### src/hdl/u8dec_pkg.sv
// Shared types and constants for the lenient UTF-8 decoder.
`timescale 1ns / 1ps

package u8dec_pkg;

  localparam int unsigned CHAR_W     = 21;
  localparam int unsigned BYTE_W     = 8;
  localparam int unsigned OBUF_DEPTH = 4;
  localparam int unsigned OBUF_AW    = $clog2(OBUF_DEPTH);
  localparam int unsigned OBUF_CW    = $clog2(OBUF_DEPTH + 1);

  localparam logic [CHAR_W-1:0] MAX_POINT = 21'h10FFFF;
  localparam logic [CHAR_W-1:0] MIN_SUPP  = 21'h010000;
  localparam logic [CHAR_W-1:0] SURR_HI   = 21'h00D800;
  localparam logic [CHAR_W-1:0] SURR_LO   = 21'h00DC00;

  localparam logic UTF16_MODE_RST = 1'b1;

  typedef struct packed {
    logic [CHAR_W-1:0] ch;
    logic              last;
  } res_t;

  typedef struct packed {
    logic [1:0] cnt;
    res_t       r0;
    res_t       r1;
  } dec_res_t;

endpackage

### src/hdl/u8dec_dec.sv
// Decoder stage: sequence state and per-byte result generation.
`timescale 1ns / 1ps

module u8dec_dec
  import u8dec_pkg::*;
(
  input  logic              clk,
  input  logic              rst_n,
  input  logic              fire_i,
  input  logic [BYTE_W-1:0] byte_i,
  input  logic              utf16_mode_i,
  output dec_res_t          res_o
);

  logic [1:0]        pend_r, pend_nxt;
  logic [CHAR_W-1:0] acc_r, acc_nxt;
  logic [CHAR_W-1:0] cont_acc;
  logic [CHAR_W-1:0] cp;
  logic [CHAR_W-1:0] v;
  logic              emit;

  assign cont_acc = {acc_r[CHAR_W-7:0], byte_i[5:0]};
  assign v        = cp - MIN_SUPP;

  always_comb begin
    pend_nxt = pend_r;
    acc_nxt  = acc_r;
    emit     = 1'b0;
    cp       = '0;
    if (!byte_i[7]) begin
      pend_nxt = 2'd0;
      emit     = 1'b1;
      cp       = {{(CHAR_W-BYTE_W){1'b0}}, byte_i};
    end else if (!byte_i[6]) begin
      if (pend_r != 2'd0) begin
        pend_nxt = pend_r - 2'd1;
        acc_nxt  = cont_acc;
        if (pend_r == 2'd1) begin
          emit = 1'b1;
          cp   = cont_acc;
        end
      end
    end else if (!byte_i[5]) begin
      pend_nxt = 2'd1;
      acc_nxt  = {{(CHAR_W-5){1'b0}}, byte_i[4:0]};
    end else if (!byte_i[4]) begin
      pend_nxt = 2'd2;
      acc_nxt  = {{(CHAR_W-4){1'b0}}, byte_i[3:0]};
    end else if (!byte_i[3]) begin
      pend_nxt = 2'd3;
      acc_nxt  = {{(CHAR_W-3){1'b0}}, byte_i[2:0]};
    end else begin
      pend_nxt = 2'd0;
    end
  end

  always_comb begin
    res_o = '0;
    if (emit && (cp <= MAX_POINT)) begin
      if (utf16_mode_i && (cp >= MIN_SUPP)) begin
        res_o.cnt     = 2'd2;
        res_o.r0.ch   = SURR_HI | {{(CHAR_W-10){1'b0}}, v[19:10]};
        res_o.r0.last = 1'b0;
        res_o.r1.ch   = SURR_LO | {{(CHAR_W-10){1'b0}}, v[9:0]};
        res_o.r1.last = 1'b1;
      end else begin
        res_o.cnt     = 2'd1;
        res_o.r0.ch   = cp;
        res_o.r0.last = 1'b1;
      end
    end
  end

  always_ff @(posedge clk) begin
    if (!rst_n) begin
      pend_r <= 2'd0;
      acc_r  <= '0;
    end else if (fire_i) begin
      pend_r <= pend_nxt;
      acc_r  <= acc_nxt;
    end
  end

  a_single_last : assert property (@(posedge clk) disable iff (!rst_n)
    res_o.cnt == 2'd1 |-> res_o.r0.last)
    else $error("single result without last flag");

  a_pair_order : assert property (@(posedge clk) disable iff (!rst_n)
    res_o.cnt == 2'd2 |-> (!res_o.r0.last && res_o.r1.last && res_o.r0.ch[15:10] == 6'h36))
    else $error("surrogate pair malformed");

endmodule

### src/hdl/u8dec_obuf.sv
// Result buffer: takes up to two results per cycle, delivers one.
`timescale 1ns / 1ps

module u8dec_obuf
  import u8dec_pkg::*;
(
  input  logic              clk,
  input  logic              rst_n,
  input  dec_res_t          push_i,
  output logic              room_o,
  output logic              out_valid,
  input  logic              out_ready,
  output logic [CHAR_W-1:0] out_char_out,
  output logic              out_last_of_item
);

  res_t               mem_r [OBUF_DEPTH];
  logic [OBUF_AW-1:0] wp_r, rp_r;
  logic [OBUF_CW-1:0] cnt_r, cnt_nxt;
  logic               pop;
  logic [OBUF_AW-1:0] wp1;

  assign wp1              = wp_r + OBUF_AW'(1);
  assign out_valid        = (cnt_r != '0);
  assign pop              = out_valid && out_ready;
  assign room_o           = (cnt_r <= OBUF_CW'(OBUF_DEPTH - 2));
  assign out_char_out     = mem_r[rp_r].ch;
  assign out_last_of_item = mem_r[rp_r].last;
  assign cnt_nxt          = cnt_r + OBUF_CW'(push_i.cnt) - OBUF_CW'(pop);

  always_ff @(posedge clk) begin
    if (push_i.cnt != 2'd0) begin
      mem_r[wp_r] <= push_i.r0;
    end
    if (push_i.cnt == 2'd2) begin
      mem_r[wp1] <= push_i.r1;
    end
  end

  always_ff @(posedge clk) begin
    if (!rst_n) begin
      wp_r  <= '0;
      rp_r  <= '0;
      cnt_r <= '0;
    end else begin
      wp_r  <= wp_r + OBUF_AW'(push_i.cnt);
      rp_r  <= rp_r + OBUF_AW'(pop);
      cnt_r <= cnt_nxt;
    end
  end

  a_no_overflow : assert property (@(posedge clk) disable iff (!rst_n)
    push_i.cnt != 2'd0 |-> room_o)
    else $error("push into full result buffer");

  a_cnt_bound : assert property (@(posedge clk) disable iff (!rst_n)
    cnt_r <= OBUF_CW'(OBUF_DEPTH))
    else $error("result count out of range");

  a_cnt_track : assert property (@(posedge clk) disable iff (!rst_n)
    pop && push_i.cnt == 2'd0 |=> cnt_r == $past(cnt_r) - OBUF_CW'(1))
    else $error("result count lost track");

endmodule

### src/hdl/lenient_utf8_to_utf32_utf16_decoder_core.sv
// Top level: lenient UTF-8 decoder to UTF-32 code points or UTF-16 units.
//
// Input channel (in_valid/in_ready/in_byte_in) carries one UTF-8 byte per item.
// Result channel (out_valid/out_ready/out_char_out/out_last_of_item) carries
// 0, 1 or 2 results per byte; out_last_of_item marks the final result of a byte.
// Configuration channel (cfg_valid/cfg_ready/cfg_utf16_mode) writes the mode
// bit; write it only while no byte is in flight. cfg_ready is always high.
// A byte passes the input register, then is decoded into the result buffer,
// from which its results are offered.
// Throughput: one byte per cycle while the buffer has room, set by the
// single-pass decode between the input register and the four-entry result
// buffer. A surrogate pair is two results; a buffer with over two holds off input.
// Reset: clears the pending sequence, empties the buffer and sets UTF-16 mode.
// Receiver stall: results collect in the buffer; once it holds more than two,
// the decoder waits, the input register fills and in_ready drops.
`timescale 1ns / 1ps

module lenient_utf8_to_utf32_utf16_decoder_core
  import u8dec_pkg::*;
(
  input  logic              clk,
  input  logic              rst_n,
  input  logic              in_valid,
  output logic              in_ready,
  input  logic [BYTE_W-1:0] in_byte_in,
  output logic              out_valid,
  input  logic              out_ready,
  output logic [CHAR_W-1:0] out_char_out,
  output logic              out_last_of_item,
  input  logic              cfg_valid,
  output logic              cfg_ready,
  input  logic              cfg_utf16_mode
);

  logic              mode_r;
  logic              inb_vld_r;
  logic [BYTE_W-1:0] inb_byte_r;
  logic              room;
  logic              dec_fire;
  dec_res_t          dec_res;
  dec_res_t          push;

  assign cfg_ready = 1'b1;
  assign dec_fire  = inb_vld_r && room;
  assign in_ready  = !inb_vld_r || dec_fire;

  always_comb begin
    push = dec_res;
    if (!dec_fire) begin
      push.cnt = 2'd0;
    end
  end

  always_ff @(posedge clk) begin
    if (!rst_n) begin
      mode_r <= UTF16_MODE_RST;
    end else if (cfg_valid && cfg_ready) begin
      mode_r <= cfg_utf16_mode;
    end
  end

  always_ff @(posedge clk) begin
    if (!rst_n) begin
      inb_vld_r <= 1'b0;
    end else if (in_ready) begin
      inb_vld_r <= in_valid;
    end
  end

  always_ff @(posedge clk) begin
    if (in_valid && in_ready) begin
      inb_byte_r <= in_byte_in;
    end
  end

  u8dec_dec u_dec (
    .clk          (clk),
    .rst_n        (rst_n),
    .fire_i       (dec_fire),
    .byte_i       (inb_byte_r),
    .utf16_mode_i (mode_r),
    .res_o        (dec_res)
  );

  u8dec_obuf u_obuf (
    .clk              (clk),
    .rst_n            (rst_n),
    .push_i           (push),
    .room_o           (room),
    .out_valid        (out_valid),
    .out_ready        (out_ready),
    .out_char_out     (out_char_out),
    .out_last_of_item (out_last_of_item)
  );

endmodule

### config.mk
export PLATFORM = sky130hd
export DESIGN_NAME = lenient_utf8_to_utf32_utf16_decoder_core
export DESIGN_NICKNAME = d
export VERILOG_FILES = /design/src/hdl/u8dec_pkg.sv /design/src/hdl/u8dec_dec.sv /design/src/hdl/u8dec_obuf.sv /design/src/hdl/lenient_utf8_to_utf32_utf16_decoder_core.sv
export SDC_FILE = /design/constraint.sdc
export NUM_CORES = 1
export LEC_CHECK = 0
export ABC_AREA = 0
export BUFFER_PORTS_ARGS = -buffer_cell sky130_fd_sc_hd__clkbuf_2
export CAP_MARGIN = 15
export CORE_MARGIN = 2
export CORE_UTILIZATION = 60
export CTS_BUF_LIST = sky130_fd_sc_hd__clkbuf_8 sky130_fd_sc_hd__clkbuf_16
export DETAILED_ROUTE_END_ITERATION = 6
export GPL_TIMING_DRIVEN = 0
export PLACE_DENSITY = 0.83
export SKIP_LAST_GASP = 1
export SYNTH_ARGS = -nofsm -noshare
export SYNTH_HDL_FRONTEND = slang
export SYNTH_SLANG_ARGS = --single-unit
### constraint.sdc
create_clock -name clk -period 10.11 [get_ports clk]
set_input_delay 1.011 -clock clk [delete_from_list [all_inputs] [get_ports clk]]
set_output_delay 1.011 -clock clk [all_outputs]
set_load 0.03 [all_outputs]
# Word-level counts from Yosys, hierarchy flattened
# Memories as Yosys holds them, arrays and structs flattened. A register that Yosys moved wholly into a read port is not among the register bits.
# Cells that the tools add are included.
# W data, S select, Z words.
dict set report classes {
  add_sub_neg 7
  n_lt_le_gt_ge 3
  n_eq_ne 4
  mux 28
  n_reduce_logical 13
}
# operator count
set ops {}
lappend ops {{$mux W21} 4}
lappend ops {{$mux W15} 5}
lappend ops {{$mux W46} 1}
lappend ops {{$mux W24} 1}
lappend ops {{$ge A21 B17 Y1 const B} 1}
lappend ops {{$le A21 B21 Y1 const B} 1}
lappend ops {{$sub A20 B17 Y20 const B} 1}
lappend ops {{$mux W17} 1}
lappend ops {{$mux W2} 8}
lappend ops {{$mux W1} 8}
lappend ops {{$reduce_bool A2 Y1} 3}
lappend ops {{$logic_and A1 B1 Y1} 5}
lappend ops {{$ne A4 B4 Y1 const B} 1}
lappend ops {{$reduce_and A4 Y1} 1}
lappend ops {{$add A3 B2 Y3} 1}
lappend ops {{$le A3 B2 Y1 const B} 1}
lappend ops {{$ne A3 B2 Y1 const B} 1}
lappend ops {{$reduce_bool A3 Y1} 1}
lappend ops {{$sub A3 B1 Y3} 1}
lappend ops {{$add A2 B1 Y2} 1}
lappend ops {{$add A2 B1 Y2 const B} 1}
lappend ops {{$add A2 B2 Y2} 1}
lappend ops {{$eq A2 B1 Y1 const B} 1}
lappend ops {{$eq A2 B2 Y1 const B} 1}
lappend ops {{4 further kinds} 4}
dict set report totals {
  regBits 34
  ram_bits 88
  input_bits 14
  output_inout_bits 25
  elab_cells 64
  mem_count 1
}
# name depth word_bits rd rd_clocked_by_memory_dff write_ports line_no
set memory_table {}
lappend memory_table {u_obuf.mem_r 4 22 1 1 2 u8dec_obuf.sv:17} ;# res_t mem_r [OBUF_DEPTH];

# Longest topological paths before layout
dict set report logic_depth {
  depth_word 13
  ltp_mapped 17
  mapped_depth_nobuf 15
}

# Hierarchy
# Synthesis repeated with hierarchy kept, for this count alone.
dict set report hier_totals {
  cells_unflattened 500
  area_unflattened_um2 6650.1
}
# module n_inst cells_each area_per_inst_um2 seq_area_each_um2
set modules_own_cells {}
lappend modules_own_cells {u8dec_obuf 1 258 4729.5 2782.7}
lappend modules_own_cells {u8dec_dec 1 221 1555.2 340.3}
lappend modules_own_cells {lenient_utf8_to_utf32_utf16_decoder_core 1 21 365.4 280.3}

# Worst setup path before layout
# OpenSTA, ideal clock, no wires.
dict set report synth_path {
  path_type {reg2reg}
  startpoint {reg u_dec.pend_r[0]}
  endpoint {reg u_obuf.cnt_r[2]}
  setup_ns 0.128
  arrival_ns 3.921
  required_ns 9.982
  path_slack_ns 6.061
  stages_incl_launch_ff 18
  synth_period_minus_slack_ns 4.049
  cell_sequence {dfxtp_1 inv_1 ha_1 and4bb_4 clkbuf_1 nand2_1 inv_1 ha_1 nor4bb_1 a22oi_1 o32ai_4 clkbuf_1 nand3_1 ha_1 fa_1 xnor2_1 xnor2_1 nor2_1}
}
dict set report synth_between {
  elab_chain_len 12
}
# element line_no
set synth_lines {}
lappend synth_lines {{from (decl)} u8dec_dec.sv:15} ;# logic [1:0] pend_r, pend_nxt;
lappend synth_lines {{from (signal assigned)} u8dec_dec.sv:79} ;# pend_r <= pend_nxt;
lappend synth_lines {{$eq A2 B1 Y1} u8dec_dec.sv:38} ;# if (pend_r == 2'd1) begin
lappend synth_lines {{$mux W21} u8dec_dec.sv:38}
lappend synth_lines {{$mux W21} u8dec_dec.sv:35} ;# if (pend_r != 2'd0) begin
lappend synth_lines {{$mux W21} u8dec_dec.sv:34} ;# end else if (!byte_i[6]) begin
lappend synth_lines {{$mux W21} u8dec_dec.sv:30} ;# if (!byte_i[7]) begin
lappend synth_lines {{$ge A21 B17 Y1} u8dec_dec.sv:60} ;# if (utf16_mode_i && (cp >= MIN_SUPP)) begin
lappend synth_lines {{$logic_and A1 B1 Y1} u8dec_dec.sv:60}
lappend synth_lines {{$mux W24} u8dec_dec.sv:60}
lappend synth_lines {{$mux W46 *} u8dec_dec.sv:59} ;# if (emit && (cp <= MAX_POINT)) begin
lappend synth_lines {{$mux W2 *} lenient_utf8_to_utf32_utf16_decoder_core.sv:49} ;# if (!dec_fire) begin
lappend synth_lines {{$add A3 B2 Y3 *} u8dec_obuf.sv:29} ;# assign cnt_nxt = cnt_r + OBUF_CW'(push_i.cnt) - OBUF_CW'(pop);
lappend synth_lines {{$sub A3 B1 Y3 *} u8dec_obuf.sv:29}
lappend synth_lines {{to (signal assigned)} u8dec_obuf.sv:48} ;# cnt_r <= cnt_nxt;
lappend synth_lines {{to (decl)} u8dec_obuf.sv:19} ;# logic [OBUF_CW-1:0] cnt_r, cnt_nxt;
# Every way passes the cells marked *; elsewhere a longest branch is shown, timed or not.
# A chain may end at the register's enable or synchronous reset.

# Final worst setup path
# Ends and elaborated chain as after synthesis.

==> reports/results.txt <==
CTS H-tree depth -> 4
Peak supply drop -> 143.5 uV
count leader, synth -> edfxtp_1
Final ANT Viol Nets -> 0
number of enable flip-flop cells after synthesis -> 72
via count -> 4,775
clock buffer count from CTS -> 17
filler instances -> 735
setup bufs post-CTS -> 0
finished layout cell area -> 6802 um2
Yosys top cell area share -> 36.79%
Post-synth top flop -> edfxtp_1
final hold vios -> 0
Via density -> 6.697
Mapped Nets -> 533
GRT Util Overall -> 33.16%
first drt pass iteration count -> 7
Post-CTS Hold Fix Bufs -> 0
pwr/cell area -> 208.3 nW/um2
clock buffer depth -> 2
Max Slew Vio Count -> 0
final setup violation count -> 0
Horiz. Die Dim -> 103.0 um
clock slew at reported path FFs -> 60 ps
Ant. Diodes -> 0
outcome -> finished, final reports clean
Cell Rows -> 36
I/O Buffers -> 37
WP data required -> 10,510 ps
first-pass GRT wire length -> 25,580 um
DP Area -> 6228 um2
post-synthesis mux area share -> 9.112%
Die H -> 103.0 um
Worst R2R Path Depth -> 17
core area -> 9639 um2
worst path arrival time -> 5390 ps
CTS tree -> yes
post-route minimum period -> 4986 ps
post-synthesis adder-cell area fraction -> 1.831%
area leader, netlist -> edfxtp_1
f_max -> 200.6 MHz
critical path fanouts, max -> 10
Mean Syn Cell Area -> 11.50 um2
Synth Warn # -> 0
post-synthesis compound-gate area fraction -> 16.84%
post-detail-place hpwl -> 11,120 um
CTS root buf -> clkbuf_8
Slew @ Worst Pin -> 1035 ps
worst-skew pair later-pin latency -> 530 ps
Setup Total Neg Slack -> 0 ps
Final Util -> 70.56%
largest net degree at the start of global routing -> 17
unrepaired setup endpoints after global routing -> false
Min-Delay Path Depth -> 2
XOR/XNOR Fraction of Synth Area -> 0.7452%
vias in the first global route -> 4,671
gpl congestion -> 0.9978
CTS Sinks -> 122
CP Launch Type -> flip-flop
initial core utilization -> 60.97%
PostCTS Resize Cnt -> 0
wire per inst -> 23.00 um
flops & latches, synth -> 122
hold crit path type -> reg2reg
Post-Syn Area -> 5877 um2
LEAKAGE -> 2.448 nW
Die ar. -> 10,600 um2
Post-synth top cells -> edfxtp_1, dfxtp_1, nand2_1
final clock skew -> 8.133 ps
R2R Setup Slk -> 5120 ps
Synth Area in Simple Gates -> 13.73%
area of the multi-input gates -> 2487 um2
Remaining Overflow, GRT -> 0
largest family of logic cells by synthesized area -> compound AO/OA/AOI/OAI gates
cells after synthesis -> 511
Max-cap violations -> 0
Crit Path Category -> reg2reg
Area contributors post-synth -> edfxtp_1, dfxtp_1, mux4_2
register area -> 3163 um2
Slew Limit Headroom -> 30.99%
final worst-path cycle share -> 49.31%
initial antenna violation count -> 0
final WL -> 16,400 um
ys async rst share -> 0%
library cells used by synthesis -> 66
num ports -> 39
sequential area share after synthesis -> 53.82%
layout cells sized above 1 -> 20.52%
CP endpoint kind -> flip-flop
drt drc -> 0
nets -> 589
Starting DRT DRC Count -> 562
Area growth syn-to-layout -> 15.73%
==> cells by family after synthesis <==
family	after synthesis
adder cells (fa/ha/maj)	8
AND/OR/NAND/NOR	155
flip-flops	122
buffers and inverters	50
XOR/XNOR	5
multiplexers	26
other	1
AO/OA/AOI/OAI	144
==> metrics by stage <==
step	std cells	hold slack (ps)	total power, mW	setup slack, ps
final	713	478.0	1.417	5124
after global routing	713	485.5	1.466	4944
after CTS	713	471.7	1.421	5245
after detailed placement	681	456.6	0.8466	5318
after global placement	681	445.4	0.8383	5425
after floorplan	511	436.1	0.7721	6061
==> routing by layer <==
layer  global-route usage [%]  routed length [um]  vias to the layer above
met5                        0                   0                        -
met4                    19.03                 905                        0
met3                    9.153                1574                       79
met2                    52.90                7986                      359
met1                    40.66                5930                     2256
li1                         -                   -                     2081
==> power breakdown <==
group,switching (mW),internal (mW),total [mW]
Sequential,0.0220,0.544,0.566
Combinational,0.169,0.104,0.273
Clock,0.220,0.359,0.578
==> path summary, 6_finish.rpt <==
kind                                startpoint                            to
setup / recovery  u_dec.pend_r[0]$_SDFFE_PN0P_    u_obuf.cnt_r[2]$_SDFF_PN0_
hold reg to reg   u_dec.pend_r[1]$_SDFFE_PN0P_  u_dec.pend_r[1]$_SDFFE_PN0P_
setup reg to reg  u_dec.pend_r[0]$_SDFFE_PN0P_    u_obuf.cnt_r[2]$_SDFF_PN0_
hold / removal    u_dec.pend_r[1]$_SDFFE_PN0P_  u_dec.pend_r[1]$_SDFFE_PN0P_
==> sequential cells by signal, summed over array words and instances, names as in the netlist <==
| signal | flops |
|---|---|
| u_obuf.wp_r | 2 |
| u_obuf.cnt_r | 3 |
| u_dec.acc_r | 15 |
| u_obuf.rp_r | 2 |
| inb_byte_r | 8 |
| inb_vld_r | 1 |
| u_obuf.mem_r | 88 |
| mode_r | 1 |
| u_dec.pend_r | 2 |
==> worst max-delay path: stages, from the launching register on <==
cell	delay [ps]
dfxtp_1	380
inv_1	60
ha_1	270
and4bb_4	380
clkbuf_1	340
nand2_1	150
inv_1	240
ha_1	210
nor4bb_1	290
a22oi_1	210
o32ai_4	470
clkbuf_1	420
nand3_1	220
ha_1	350
fa_1	450
xnor2_1	220
xnor2_1	150
nor2_1	50
==> cell usage in the layout (no fill, tap or decap), types with 3 or more instances in the layout <==
| cell type | instances |
|---|---|
| edfxtp_1 | 72 |
| dfxtp_1 | 50 |
| nand2_1 | 45 |
| o22ai_1 | 37 |
| clkbuf_2 | 37 |
| nor2_1 | 33 |
| o21ai_0 | 31 |
| a21oi_1 | 23 |
| mux4_2 | 22 |
| clkbuf_1 | 18 |
| clkbuf_16 | 18 |
| inv_1 | 15 |
| nand3_1 | 13 |
| buf_2 | 10 |
| nor3b_1 | 10 |
| a22o_1 | 9 |
| nor3_1 | 9 |
| a32o_1 | 8 |
| a21o_1 | 7 |
| ha_1 | 7 |
| and3_1 | 6 |
| and2_1 | 6 |
| clkinv_2 | 6 |
| nand2b_1 | 4 |
| or3_1 | 4 |
| xnor2_1 | 4 |
| o22ai_2 | 4 |
| mux2i_1 | 4 |
| nor4bb_1 | 3 |
| nor4_1 | 3 |
| o21ai_1 | 3 |
| buf_4 | 3 |
| buf_1 | 3 |
==> final cells by class <==
cell class                      instances  area share, %
Clock buffer                           20          7.027
Tap cell                              133          2.447
Buffer                                 36          2.557
Timing Repair Buffer                   37          2.723
Inverter                               14         0.7726
Sequential cell                       122          46.50
Multi-Input combinational cell        339          36.57
Clock inverter                         12          1.398
(Power assumes the default switching activity.)
